### src/hw/rtl/rope_pkg.sv
// Shared constants, types and codes for the rotary position embedding block.
// No dependencies.
package rope_pkg;

  localparam int unsigned MAX_ROT_DIM   = 128;
  localparam int unsigned MAX_POSITIONS = 2048;
  localparam int unsigned DATA_BITS     = 16;
  localparam int unsigned FRAC_BITS     = 14;

  localparam int unsigned POS_W      = 11;
  localparam int unsigned IDX_W      = 7;
  localparam int unsigned ROT_W      = 8;
  localparam int unsigned CFG_IDX_W  = 2;
  localparam int unsigned CFG_DATA_W = 8;

  localparam int unsigned COL_W      = $clog2(MAX_ROT_DIM);
  localparam int unsigned ROW_W      = $clog2(MAX_POSITIONS);
  localparam int unsigned TBL_DEPTH  = MAX_POSITIONS * MAX_ROT_DIM;
  localparam int unsigned PEND_DEPTH = MAX_ROT_DIM / 2;
  localparam int unsigned PEND_W     = $clog2(PEND_DEPTH);
  localparam int unsigned PROD_W     = 2 * DATA_BITS;
  localparam int unsigned SUM_W      = PROD_W + 2;

  localparam int unsigned JOBQ_DEPTH_DFLT = 4;
  localparam int unsigned OUTQ_DEPTH_DFLT = 8;

  typedef enum logic {
    CMD_LOAD = 1'b0,
    CMD_DATA = 1'b1
  } cmd_e;

  localparam logic [CFG_IDX_W-1:0] CFG_ROT_DIM = CFG_IDX_W'(0);
  localparam logic [CFG_IDX_W-1:0] CFG_NEOX    = CFG_IDX_W'(1);

  typedef struct packed {
    logic signed [DATA_BITS-1:0] x1;
    logic signed [DATA_BITS-1:0] x2;
    logic signed [DATA_BITS-1:0] c;
    logic signed [DATA_BITS-1:0] s;
    logic [IDX_W-1:0]            first_idx;
    logic [IDX_W-1:0]            idx;
    logic                        done;
  } job_t;

endpackage

### src/hw/rtl/rope_jobq.sv
// Short queue of rotation jobs between front and back end.
// Depends on rope_pkg.
module rope_jobq import rope_pkg::*; #(
  parameter int unsigned DEPTH = JOBQ_DEPTH_DFLT,
  localparam int unsigned CNT_W = $clog2(DEPTH + 1)
) (
  input  logic             clk_i,
  input  logic             rst_ni,
  input  logic             push_i,
  input  job_t             push_data_i,
  input  logic             pop_i,
  output job_t             data_o,
  output logic             empty_o,
  output logic [CNT_W-1:0] count_o
);

  localparam int unsigned PTR_W = $clog2(DEPTH);

  function automatic logic [PTR_W-1:0] ptr_inc(input logic [PTR_W-1:0] p);
    return (32'(p) == DEPTH - 1) ? '0 : p + PTR_W'(1);
  endfunction

  job_t             entries_q [DEPTH];
  logic [PTR_W-1:0] wr_ptr_q, rd_ptr_q;
  logic [CNT_W-1:0] count_q;
  logic             do_pop;

  assign do_pop  = pop_i & ~empty_o;
  assign empty_o = (count_q == '0);
  assign count_o = count_q;
  assign data_o  = entries_q[rd_ptr_q];

  always_ff @(posedge clk_i or negedge rst_ni) begin
    if (!rst_ni) begin
      wr_ptr_q <= '0;
      rd_ptr_q <= '0;
      count_q  <= '0;
    end else begin
      if (push_i) begin
        wr_ptr_q <= ptr_inc(wr_ptr_q);
      end
      if (do_pop) begin
        rd_ptr_q <= ptr_inc(rd_ptr_q);
      end
      count_q <= count_q + CNT_W'(push_i) - CNT_W'(do_pop);
    end
  end

  always_ff @(posedge clk_i) begin
    if (push_i) begin
      entries_q[wr_ptr_q] <= push_data_i;
    end
  end

endmodule

### config.mk
export PLATFORM = sky130hd
export DESIGN_NAME = rope_jobq
export DESIGN_NICKNAME = d
export VERILOG_FILES = /design/src/hw/rtl/rope_pkg.sv /design/src/hw/rtl/rope_jobq.sv
export SDC_FILE = /design/constraint.sdc
export NUM_CORES = 1
export LEC_CHECK = 0
export BUFFER_PORTS_ARGS = -buffer_cell sky130_fd_sc_hd__buf_4
export CORE_MARGIN = 2
export CORE_UTILIZATION = 35
export CTS_CLUSTER_DIAMETER = 60
export DETAILED_ROUTE_END_ITERATION = 12
export GPL_TIMING_DRIVEN = 1
export HOLD_SLACK_MARGIN = 0.15
export REMOVE_ABC_BUFFERS = 1
export SLEW_MARGIN = 10
export SYNTH_ARGS = -nofsm -noshare
export SYNTH_HDL_FRONTEND = slang
export SYNTH_SLANG_ARGS = --single-unit
### constraint.sdc
create_clock -name clk_i -period 8.7 [get_ports clk_i]
set_clock_uncertainty 0.2 [all_clocks]
set_input_delay 1.74 -clock clk_i [delete_from_list [all_inputs] [get_ports clk_i]]
set_output_delay 1.74 -clock clk_i [all_outputs]
set_load 0.005 [all_outputs]
==> qor.csv <==
stage,metric,value,unit
outcome,status,"complete, no violations",
global_route,grt_usage,0.1255,
timing,slew_headroom,0.1994,
floorplanning,core_area,33530,sq um
place,io_buffers,165,
global_route,grt_pass1_vias,5820,
pwr,p_per_area,327.9,nW/um^2
synthesis,postSynth.asyncResetShare,0.02167,
layout,antenna_cells,0,
layout,area_growth,23.17,%
synthesis,synth.distinct_cells,20,
cts,root_buffer,clkbuf_16,
synthesis,yosys.area.top_type_share,0.7980,
cts,cts.htree.levels,2,
timing,tightest_slew,1.201,ns
job,maxCapViolCount,0,
layout,fin_nets,732,
synthesis,ys.flop_type,edfxtp_1,
setup_path,cp_max_fo,42,
setup_path,slowest_stage,dfrtp_4,
cts,clk_path_buf_depth,3,
timing,final_max_slew_viol_count,0,
setup_path,cp_common_cell,buf_4,
routing,antenna_left,0,
synthesis,synthTopCellsByArea,"edfxtp_1 80%, mux4_2 15%, dfrtp_1 1.5%",
setup_path,crit_family,flip-flops,
setup_path,worst_path_largest_cell_delay,0.96,ns
floorplanning,die_height,188.3,um
global_route,grt_pass1_wl,33690,um
setup_path,critPathKind,flip-flop to output pin,
setup_path,start_kind,flip-flop,
floorplanning,die_w,188.3,um
synthesis,yosysTopAreaCell,edfxtp_1,
timing,max_freq,199.6,MHz
place,gp_congestion,0.6670,
floorplanning,num_rows,67,
timing,setup_violations,0,
cts,cts_buffers,36,
routing,wl,22080,um
synthesis,synth_seq_cells,323,
routing,vias,5276,
global_route,gr-total-overflow,0,
worst_hold_path,worst_hold_path_type,flip-flop to flip-flop,
synthesis,synth_area,11890,sq um
setup_path,cp_cell_sequence,buf_4 -> mux4_2 -> buf_4,
synthesis,avgSynthCellArea,26.43,sq um
floorplanning,io_pins,166,
synthesis,ys_seq_area_frac,0.8127,
global_route,grt_max_degree,82,
place,dp_hpwl,12960,um
setup_path,cp_num_buf_inv,2,
global_route,antenna_found_initial,0,
cts,tritoncts,yes,
cts,post_cts_resized,0,
cts,clkLatencyLatePin,0.49,ns
pwr,p_leak,0.004978,uW
cts,clock_sinks,323,
timing,final.period_utilization,0.5759,
cts,cts_setup_buffers,0,
timing,hold_violations,0,
layout,layout_common_cells,"316 x edfxtp_1, 171 x buf_4, 79 x mux4_2, 37 x clkbuf_16, 9 x clkinv_1",
floorplanning,dieArea,35470,sq um
routing,vias_per_cell,4.745,
layout,final_area,14650,sq um
cts,clkTransAtPathRegs,0.06,ns
routing,wl_per_cell,19.85,um
routing,drt_pass1_iterations,4,
pwr,ir_worst_vdd,0.2111,mV
routing,drcViolationCount,0,
routing,drt-initial-drc-count,341,
setup_path,cp_data_required_time,6.76,ns
synthesis,synthCells,450,
place,place_area,13540,sq um
synthesis,synth_warnings,0,
setup_path,crit_arrival,3.07,ns
timing,final.setup.tns,0,ns
layout,drive_gt1_frac,0.4623,
timing,rsz0062_at_grt,false,
setup_path,endpoint_kind,output pin,
timing,layout_min_cycle_time,5.011,ns
synthesis,synth_edf_count,316,
cts,hold_buffers,0,
layout,final_common_cell,edfxtp_1,
floorplanning,initial_core_util,0.3546,
-- cell usage after synthesis (2+ instances only) --
library cell	count
dfrtp_1	7
o21ai_0	2
mux4_2	79
mux2_2	2
ha_1	7
xnor2_1	2
edfxtp_1	316
inv_1	7
and2_1	4
buf_12	7
buf_2	8
-- report_power, final --
part	switching (uW)	internal [uW]	total [uW]	leakage (uW)
Sequential	113	2000	2110	0.00298
Combinational	569	720	1290	0.00146
Clock	566	837	1400	0.000537
Total	1250	3560	4800	0.00498
-- final cells by class --
cell class,count,area (sq um)
fill,2875,18890
inverter,7,26.28
multi-input combinational,102,2001
sequential,323,9672
clock inverter,20,162.7
clock buffer,41,940.9
timing repair buffer,171,1284
tap,448,560.5
-- worst reg2reg max path: cells and delay by family, from the launching register on --
kind | cells | cell delay [ns]
xor+xnor | 2 | 0.34
fa+ha+maj | 3 | 0.85
flops | 1 | 0.46
buf+inv | 3 | 0.25
compound gates | 1 | 0.56
-- metal layers --
metal | global-route usage | up-vias | wire, um
li1 | - | 2317 | -
met1 | 0.1510 | 2776 | 8829
met2 | 0.2234 | 144 | 11560
met3 | 0.03110 | 39 | 1204
met4 | 0.03756 | 0 | 483
met5 | 0 | - | 0
-- sequential cells by signal, summed over array words and instances (netlist names) --
signal	count
entries_q	316
rd_ptr_q	2
count_o	3
wr_ptr_q	2
-- cells by family (layout without fill, tap and decap cells) --
kind of cell    Yosys count  after routing  share of synthesized area
mux                      81             81                     0.1515
compound gates            3              3                   0.001473
fa+ha+maj                 8              8                   0.009049
flops                   323            323                     0.8127
xor+xnor                  2              2                   0.001473
buf+inv                  25            239                    0.01989
simple gates              8              8                   0.003892
-- final timing paths --
check / slack (ns) / end / depth (start not counted) / from
worst max-delay path: 3.69 / data_o[75] / 3 / rd_ptr_q[0]
worst min-delay path: 0.41 / count_o[2] / 1 / count_o[1]
worst max register to register: 5.97 / count_o[2] / 9 / count_o[1]
worst min register to register: 0.41 / count_o[2] / 1 / count_o[1]
max in group asynchronous: 7.29 / rd_ptr_q[1] / 1 / rst_ni
min in group asynchronous: 0.85 / count_o[0] / 1 / rst_ni
-- stage by stage --
step                      power (uW)  hold WS (ns)  setup slack (ns)  cells  utilization
after floorplan                 2878        0.3584             2.943    432            -
after global placement          3448        0.3608             4.092   1051       0.4039
after detailed placement        3485        0.3875             4.066   1051       0.4039
after CTS                       4902        0.4101             3.525   1112       0.4368
after global routing            5048        0.4425             3.363   1112       0.4368
final                           4803        0.4112             3.689   1112       0.4368
(Power assumes the default switching activity.)
