$ cat src/hw/rtl/rope_pkg.sv
// Shared constants, types and codes for the rotary position embedding block.
// No dependencies.
package rope_pkg;

  localparam int unsigned MAX_ROT_DIM   = 128;
  localparam int unsigned MAX_POSITIONS = 2048;
  localparam int unsigned DATA_BITS     = 16;
  localparam int unsigned FRAC_BITS     = 14;

  localparam int unsigned POS_W      = 11;
  localparam int unsigned IDX_W      = 7;
  localparam int unsigned ROT_W      = 8;
  localparam int unsigned CFG_IDX_W  = 2;
  localparam int unsigned CFG_DATA_W = 8;

  localparam int unsigned COL_W      = $clog2(MAX_ROT_DIM);
  localparam int unsigned ROW_W      = $clog2(MAX_POSITIONS);
  localparam int unsigned TBL_DEPTH  = MAX_POSITIONS * MAX_ROT_DIM;
  localparam int unsigned PEND_DEPTH = MAX_ROT_DIM / 2;
  localparam int unsigned PEND_W     = $clog2(PEND_DEPTH);
  localparam int unsigned PROD_W     = 2 * DATA_BITS;
  localparam int unsigned SUM_W      = PROD_W + 2;

  localparam int unsigned JOBQ_DEPTH_DFLT = 4;
  localparam int unsigned OUTQ_DEPTH_DFLT = 8;

  typedef enum logic {
    CMD_LOAD = 1'b0,
    CMD_DATA = 1'b1
  } cmd_e;

  localparam logic [CFG_IDX_W-1:0] CFG_ROT_DIM = CFG_IDX_W'(0);
  localparam logic [CFG_IDX_W-1:0] CFG_NEOX    = CFG_IDX_W'(1);

  typedef struct packed {
    logic signed [DATA_BITS-1:0] x1;
    logic signed [DATA_BITS-1:0] x2;
    logic signed [DATA_BITS-1:0] c;
    logic signed [DATA_BITS-1:0] s;
    logic [IDX_W-1:0]            first_idx;
    logic [IDX_W-1:0]            idx;
    logic                        done;
  } job_t;

endpackage

$ cat src/hw/rtl/rope_back.sv
// Back end: multiply stage, round/saturate stage and result queue.
// Depends on rope_pkg.
module rope_back import rope_pkg::*; #(
  parameter int unsigned OUTQ_DEPTH = OUTQ_DEPTH_DFLT
) (
  input  logic                        clk_i,
  input  logic                        rst_ni,
  input  job_t                        job_i,
  input  logic                        job_valid_i,
  output logic                        job_pop_o,
  input  logic                        pop_i,
  output logic                        empty_o,
  output logic [IDX_W-1:0]            out_index_o,
  output logic signed [DATA_BITS-1:0] out_value_o,
  output logic                        last_of_item_o,
  output logic                        row_done_o
);

  localparam int unsigned PTR_W = $clog2(OUTQ_DEPTH);
  localparam int unsigned CNT_W = $clog2(OUTQ_DEPTH + 1);
  localparam int unsigned RW    = SUM_W - FRAC_BITS;
  localparam logic signed [SUM_W-1:0] RND    = SUM_W'(64'd1 << (FRAC_BITS - 1));
  localparam logic signed [RW-1:0]    SAT_HI = RW'((64'd1 << (DATA_BITS - 1)) - 64'd1);
  localparam logic signed [RW-1:0]    SAT_LO = -SAT_HI - RW'(1);

  typedef struct packed {
    logic [IDX_W-1:0]            idx;
    logic signed [DATA_BITS-1:0] val;
    logic                        last;
    logic                        done;
  } result_t;

  function automatic logic [PTR_W-1:0] ptr_inc(input logic [PTR_W-1:0] p);
    return (32'(p) == OUTQ_DEPTH - 1) ? '0 : p + PTR_W'(1);
  endfunction

  function automatic logic signed [DATA_BITS-1:0] round_sat(
    input logic signed [PROD_W-1:0] a,
    input logic signed [PROD_W-1:0] b,
    input logic                     sub
  );
    logic signed [SUM_W-1:0] ea, eb, t;
    logic signed [RW-1:0]    r;
    ea = a;
    eb = b;
    t  = (sub ? (ea - eb) : (ea + eb)) + RND;
    r  = t[SUM_W-1:FRAC_BITS];
    priority if (r > SAT_HI) begin
      return SAT_HI[DATA_BITS-1:0];
    end else if (r < SAT_LO) begin
      return SAT_LO[DATA_BITS-1:0];
    end else begin
      return r[DATA_BITS-1:0];
    end
  endfunction

  logic [CNT_W-1:0] ocount_q;
  logic             mv_q, rv_q;

  // take a job only if both of its results are sure to find room
  assign job_pop_o = job_valid_i &
      ((32'(ocount_q) + 2 * (32'(mv_q) + 32'(rv_q)) + 2) <= OUTQ_DEPTH);

  logic signed [PROD_W-1:0] p_x1c_q, p_x2s_q, p_x2c_q, p_x1s_q;
  logic [IDX_W-1:0]         m_first_q, m_idx_q;
  logic                     m_done_q;

  logic signed [DATA_BITS-1:0] r_o1_q, r_o2_q;
  logic [IDX_W-1:0]            r_first_q, r_idx_q;
  logic                        r_done_q;

  always_ff @(posedge clk_i or negedge rst_ni) begin
    if (!rst_ni) begin
      mv_q <= 1'b0;
      rv_q <= 1'b0;
    end else begin
      mv_q <= job_pop_o;
      rv_q <= mv_q;
    end
  end

  always_ff @(posedge clk_i) begin
    if (job_pop_o) begin
      p_x1c_q   <= job_i.x1 * job_i.c;
      p_x2s_q   <= job_i.x2 * job_i.s;
      p_x2c_q   <= job_i.x2 * job_i.c;
      p_x1s_q   <= job_i.x1 * job_i.s;
      m_first_q <= job_i.first_idx;
      m_idx_q   <= job_i.idx;
      m_done_q  <= job_i.done;
    end
    if (mv_q) begin
      r_o1_q    <= round_sat(p_x1c_q, p_x2s_q, 1'b1);
      r_o2_q    <= round_sat(p_x2c_q, p_x1s_q, 1'b0);
      r_first_q <= m_first_q;
      r_idx_q   <= m_idx_q;
      r_done_q  <= m_done_q;
    end
  end

  result_t          oq_q [OUTQ_DEPTH];
  logic [PTR_W-1:0] owr_ptr_q, ord_ptr_q, owr_next;
  logic             do_pop;
  result_t          head;

  assign owr_next = ptr_inc(owr_ptr_q);
  assign do_pop   = pop_i & ~empty_o;
  assign empty_o  = (ocount_q == '0);
  assign head     = oq_q[ord_ptr_q];

  assign out_index_o    = head.idx;
  assign out_value_o    = head.val;
  assign last_of_item_o = head.last;
  assign row_done_o     = head.done;

  always_ff @(posedge clk_i or negedge rst_ni) begin
    if (!rst_ni) begin
      owr_ptr_q <= '0;
      ord_ptr_q <= '0;
      ocount_q  <= '0;
    end else begin
      if (rv_q) begin
        owr_ptr_q <= ptr_inc(owr_next);
      end
      if (do_pop) begin
        ord_ptr_q <= ptr_inc(ord_ptr_q);
      end
      ocount_q <= ocount_q + (rv_q ? CNT_W'(2) : CNT_W'(0)) - CNT_W'(do_pop);
    end
  end

  always_ff @(posedge clk_i) begin
    if (rv_q) begin
      oq_q[owr_ptr_q] <= '{idx: r_first_q, val: r_o1_q, last: 1'b0, done: r_done_q};
      oq_q[owr_next]  <= '{idx: r_idx_q, val: r_o2_q, last: 1'b1, done: r_done_q};
    end
  end

endmodule

$ cat config.mk
export PLATFORM = sky130hd
export DESIGN_NAME = rope_back
export DESIGN_NICKNAME = d
export VERILOG_FILES = /design/src/hw/rtl/rope_pkg.sv /design/src/hw/rtl/rope_back.sv
export SDC_FILE = /design/constraint.sdc
export NUM_CORES = 2
export LEC_CHECK = 0
export BUFFER_PORTS_ARGS = -buffer_cell sky130_fd_sc_hd__buf_4
export CORE_AREA = 2 2 484 486
export CTS_CLUSTER_DIAMETER = 50
export DETAILED_ROUTE_END_ITERATION = 8
export DIE_AREA = 0 0 486 488
export PLACE_DENSITY_LB_ADDON = 0.08
export SLEW_MARGIN = 20
export SYNTH_ARGS = -nofsm -noshare
export SYNTH_HDL_FRONTEND = slang
export SYNTH_SLANG_ARGS = --single-unit
$ cat constraint.sdc
create_clock -name clk_i -period 11.9 [get_ports clk_i]
set_input_delay 0.595 -clock clk_i [delete_from_list [all_inputs] [get_ports clk_i]]
set_output_delay 0.595 -clock clk_i [all_outputs]
set_load 0.05 [all_outputs]
==> metrics <==
post-route clock period utilization 59.6%; Hold Crit Depth 1; hold_ws 0.0777 ns; CTS buffer count 74; Via Count 40800; initial antenna violation count 20; worst skew pair latency 0.69 ns; Cell variety after synth 80; share of cells above drive strength 1 6.40%; area share of fa/ha/maj cells after synthesis 44.8%; final wirelength 202000 um; Post-Synth XOR/XNOR Area 2.19%; setup violators final 0; max-cap violations 0; Critical Path Source Type primary input; CP cell instances buf_4 > nand2_1 > fa_1 > fa_1 > inv_1 > fa_1 > fa_1 > fa_1 > inv_1 > fa_1 > inv_1 > ha_1 > nand2_1 > nor2_1 > nand3_1 > a2111oi_1 > nor2_1 > o21ai_0 > a21oi_1 > o311ai_0; slowest cell delay on critical path 0.72 ns; Wirelength per Cell 22.3 um; routed length on met1 93200 um; unrepaired setup endpoints after global routing no; flops & latches, synth 402; Initial Util 25.9%; most frequent cells in the layout inv_1, fa_1, nand2_1; vias in the first global route 45500; met3 wire len 6850 um; clk_skew 0.0525 ns; Reg clk slew, reported paths 0.05 ns; Die Area 237000 um^2; Setup TNS 0 ns; number of I/O pins 110; mux contribution to synthesized area 2.42%; Hold Startpoint job_i[6]; postcts setup bufs 0; synthesized area 60000 um^2; Post-synth EDFFs 382; die width 486 um; status complete, no violations; total grt overflow 0; pre-CTS setup slack 4.05 ns; Yosys top cell area share 35.0%; post-synthesis simple-gate area fraction 13.1%; 1st-pass router iterations 5; final RePlAce weighted congestion 0.812; critical path's top delay family adder cells; flop2flop setup slack 6.89 ns; compound-cell area share of the yosys netlist 7.75%; CTS Buffer Depth 3; total track usage 17.5%; final hold violation count 0; critical path data arrival time 7.45 ns; Tightest Pin Transition 1.07 ns; Worst R2R End r_o2_q[13]; 1st-iter DRT viols 2200; H-Tree Depth 3; Layout area overhead 10.5%; met2 routed WL 97700 um; Die Y 488 um; Crit-path slowest cell a2111oi_1; syn_nets 7625; worst min path class primary input to flop; largest family of logic cells by synthesized area adder cells; # port buffers 109; Crit. End Element flop; largest net degree at the start of global routing 63; Layout Utilization 28.6%; Synth Area per Inst 9.96 um^2; Max Clk Rate 0.141 GHz; CP Buf/Inv Count 4; core box area 232000 um^2; largest area contributor in the netlist fa_1; CP Data Required Time 12.26 ns; fin nets 7519; Slew Limit Fails 0; Top Layer Used met5; Clock Sinks 402; crit path kind primary input to flop; r2r startpoint p_x1s_q[6]; CTS tree done; Final WS setup 4.81 ns; worst-path fanout max 32; FP Rows 177; Avg Vias per Cell 4.51; r2r worst-path depth 11; ANT nets after route 0; top post-synthesis cells by area fa_1, edfxtp_1, ha_1; Mapped Cells 6026; clock root buffer clkbuf_16; register area share after synthesis 19.9%; Primary FF master, synth edfxtp_1; HPWL Detailed 146000 um; first-pass GRT wire length 306000 um; Min Clock Period, post-route 7.09 ns; most common cell after layout, fill and taps aside inv_1; Worst Hold End m_idx_q[5]; DRC violations left 0; crit-path most repeated cell fa_1; warnings from Yosys 0; ys async rst share 2.99%; Rel. slew slack 28.2%
==> timing repair <==
action,4_1_cts,5_1_grt
hold buffers,1,0
setup endpoints to repair,0,0
hold endpoints to repair,12,0
resized for setup,0,0
==> flip-flops by register name, indices dropped and copies added (netlist names), 3 cells and up <==
name / flops
oq_q: 200
m_idx_q: 7
p_x2c_q: 32
ocount_q: 4
p_x1c_q: 32
p_x1s_q: 32
r_first_q: 7
ord_ptr_q: 3
r_o2_q: 16
p_x2s_q: 32
r_o1_q: 16
r_idx_q: 7
owr_ptr_q: 3
m_first_q: 7
==> cell usage after synthesis (13+ instances only) <==
| cell type | number |
|---|---|
| a21o_1 | 74 |
| xnor2_1 | 110 |
| and3_1 | 21 |
| nor2_1 | 141 |
| a22o_1 | 92 |
| o22ai_1 | 18 |
| nor3_1 | 44 |
| o21bai_1 | 22 |
| o21ai_0 | 163 |
| fa_1 | 1050 |
| nand2b_1 | 44 |
| or3_1 | 18 |
| a31oi_1 | 20 |
| nand2_1 | 734 |
| clkbuf_2 | 20 |
| clkbuf_1 | 281 |
| o21a_1 | 23 |
| edfxtp_1 | 382 |
| nand4_1 | 16 |
| inv_1 | 1252 |
| nand3_1 | 39 |
| mux2_2 | 26 |
| a21oi_1 | 138 |
| mux4_2 | 50 |
| ha_1 | 466 |
| o21ai_1 | 13 |
| a211oi_1 | 15 |
| o31ai_1 | 18 |
| and2_1 | 512 |
| xor2_1 | 40 |
==> final cells by class <==
cell class                 instances  area [um^2]
tap                             3043         3810
timing repair buffer             139         1050
sequential                       402        11900
clock inverter                    53          668
antenna                            4         10.0
fill                           24300       166000
inverter                        1252         4700
multi-input combinational       4051        42200
clock buffer                      85         1900
==> per-stage QoR <==
step,instances,area (um^2)
finish,9029,66300
global route,9027,66300
CTS,9025,66300
detailed placement,8886,63700
global placement,8886,63700
floorplan,6026,60000
==> cells by family after synthesis <==
family                     count (synthesis)
DFF                                      402
buffers and inverters                   1573
muxes                                     79
AOI/OAI and AO/OA                        691
and+or+nand+nor                         1615
xor gates and xnor gates                 150
adders and majority gates               1516
==> worst max path at each step <==
stage                    from     endpoint  slack (ns)  cells after the start
global placement    job_i[58]  p_x2c_q[24]        4.09                     20
floorplan                mv_q         mv_q        1.95                      9
finish              job_i[58]  p_x2c_q[24]        4.81                     20
CTS                 job_i[58]  p_x2c_q[24]        4.76                     20
detailed placement  job_i[58]  p_x2c_q[24]        4.05                     20
global route        job_i[16]  p_x1s_q[31]        4.50                     20
==> routing by layer <==
layer	GRT usage [%]	vias up
li1	-	18700
met1	23.8	21300
met2	30.2	643
met3	1.98	159
met4	3.30	4
met5	0	-
==> worst register-to-register path, cell delays in order, from the launching register on <==
cell and delay [ns]:
edfxtp_1 0.41, ha_1 0.31, ha_1 0.29, a211o_1 0.29, o221ai_1 0.59, a211oi_1 0.22, buf_4 0.22, o2111ai_1 0.29
a21oi_1 0.19, o21a_1 0.22, o41a_1 0.68, o32ai_1 0.97
Power is not shown: default switching activity piles up to over one toggle a cycle in this logic, so the estimate is an artifact.
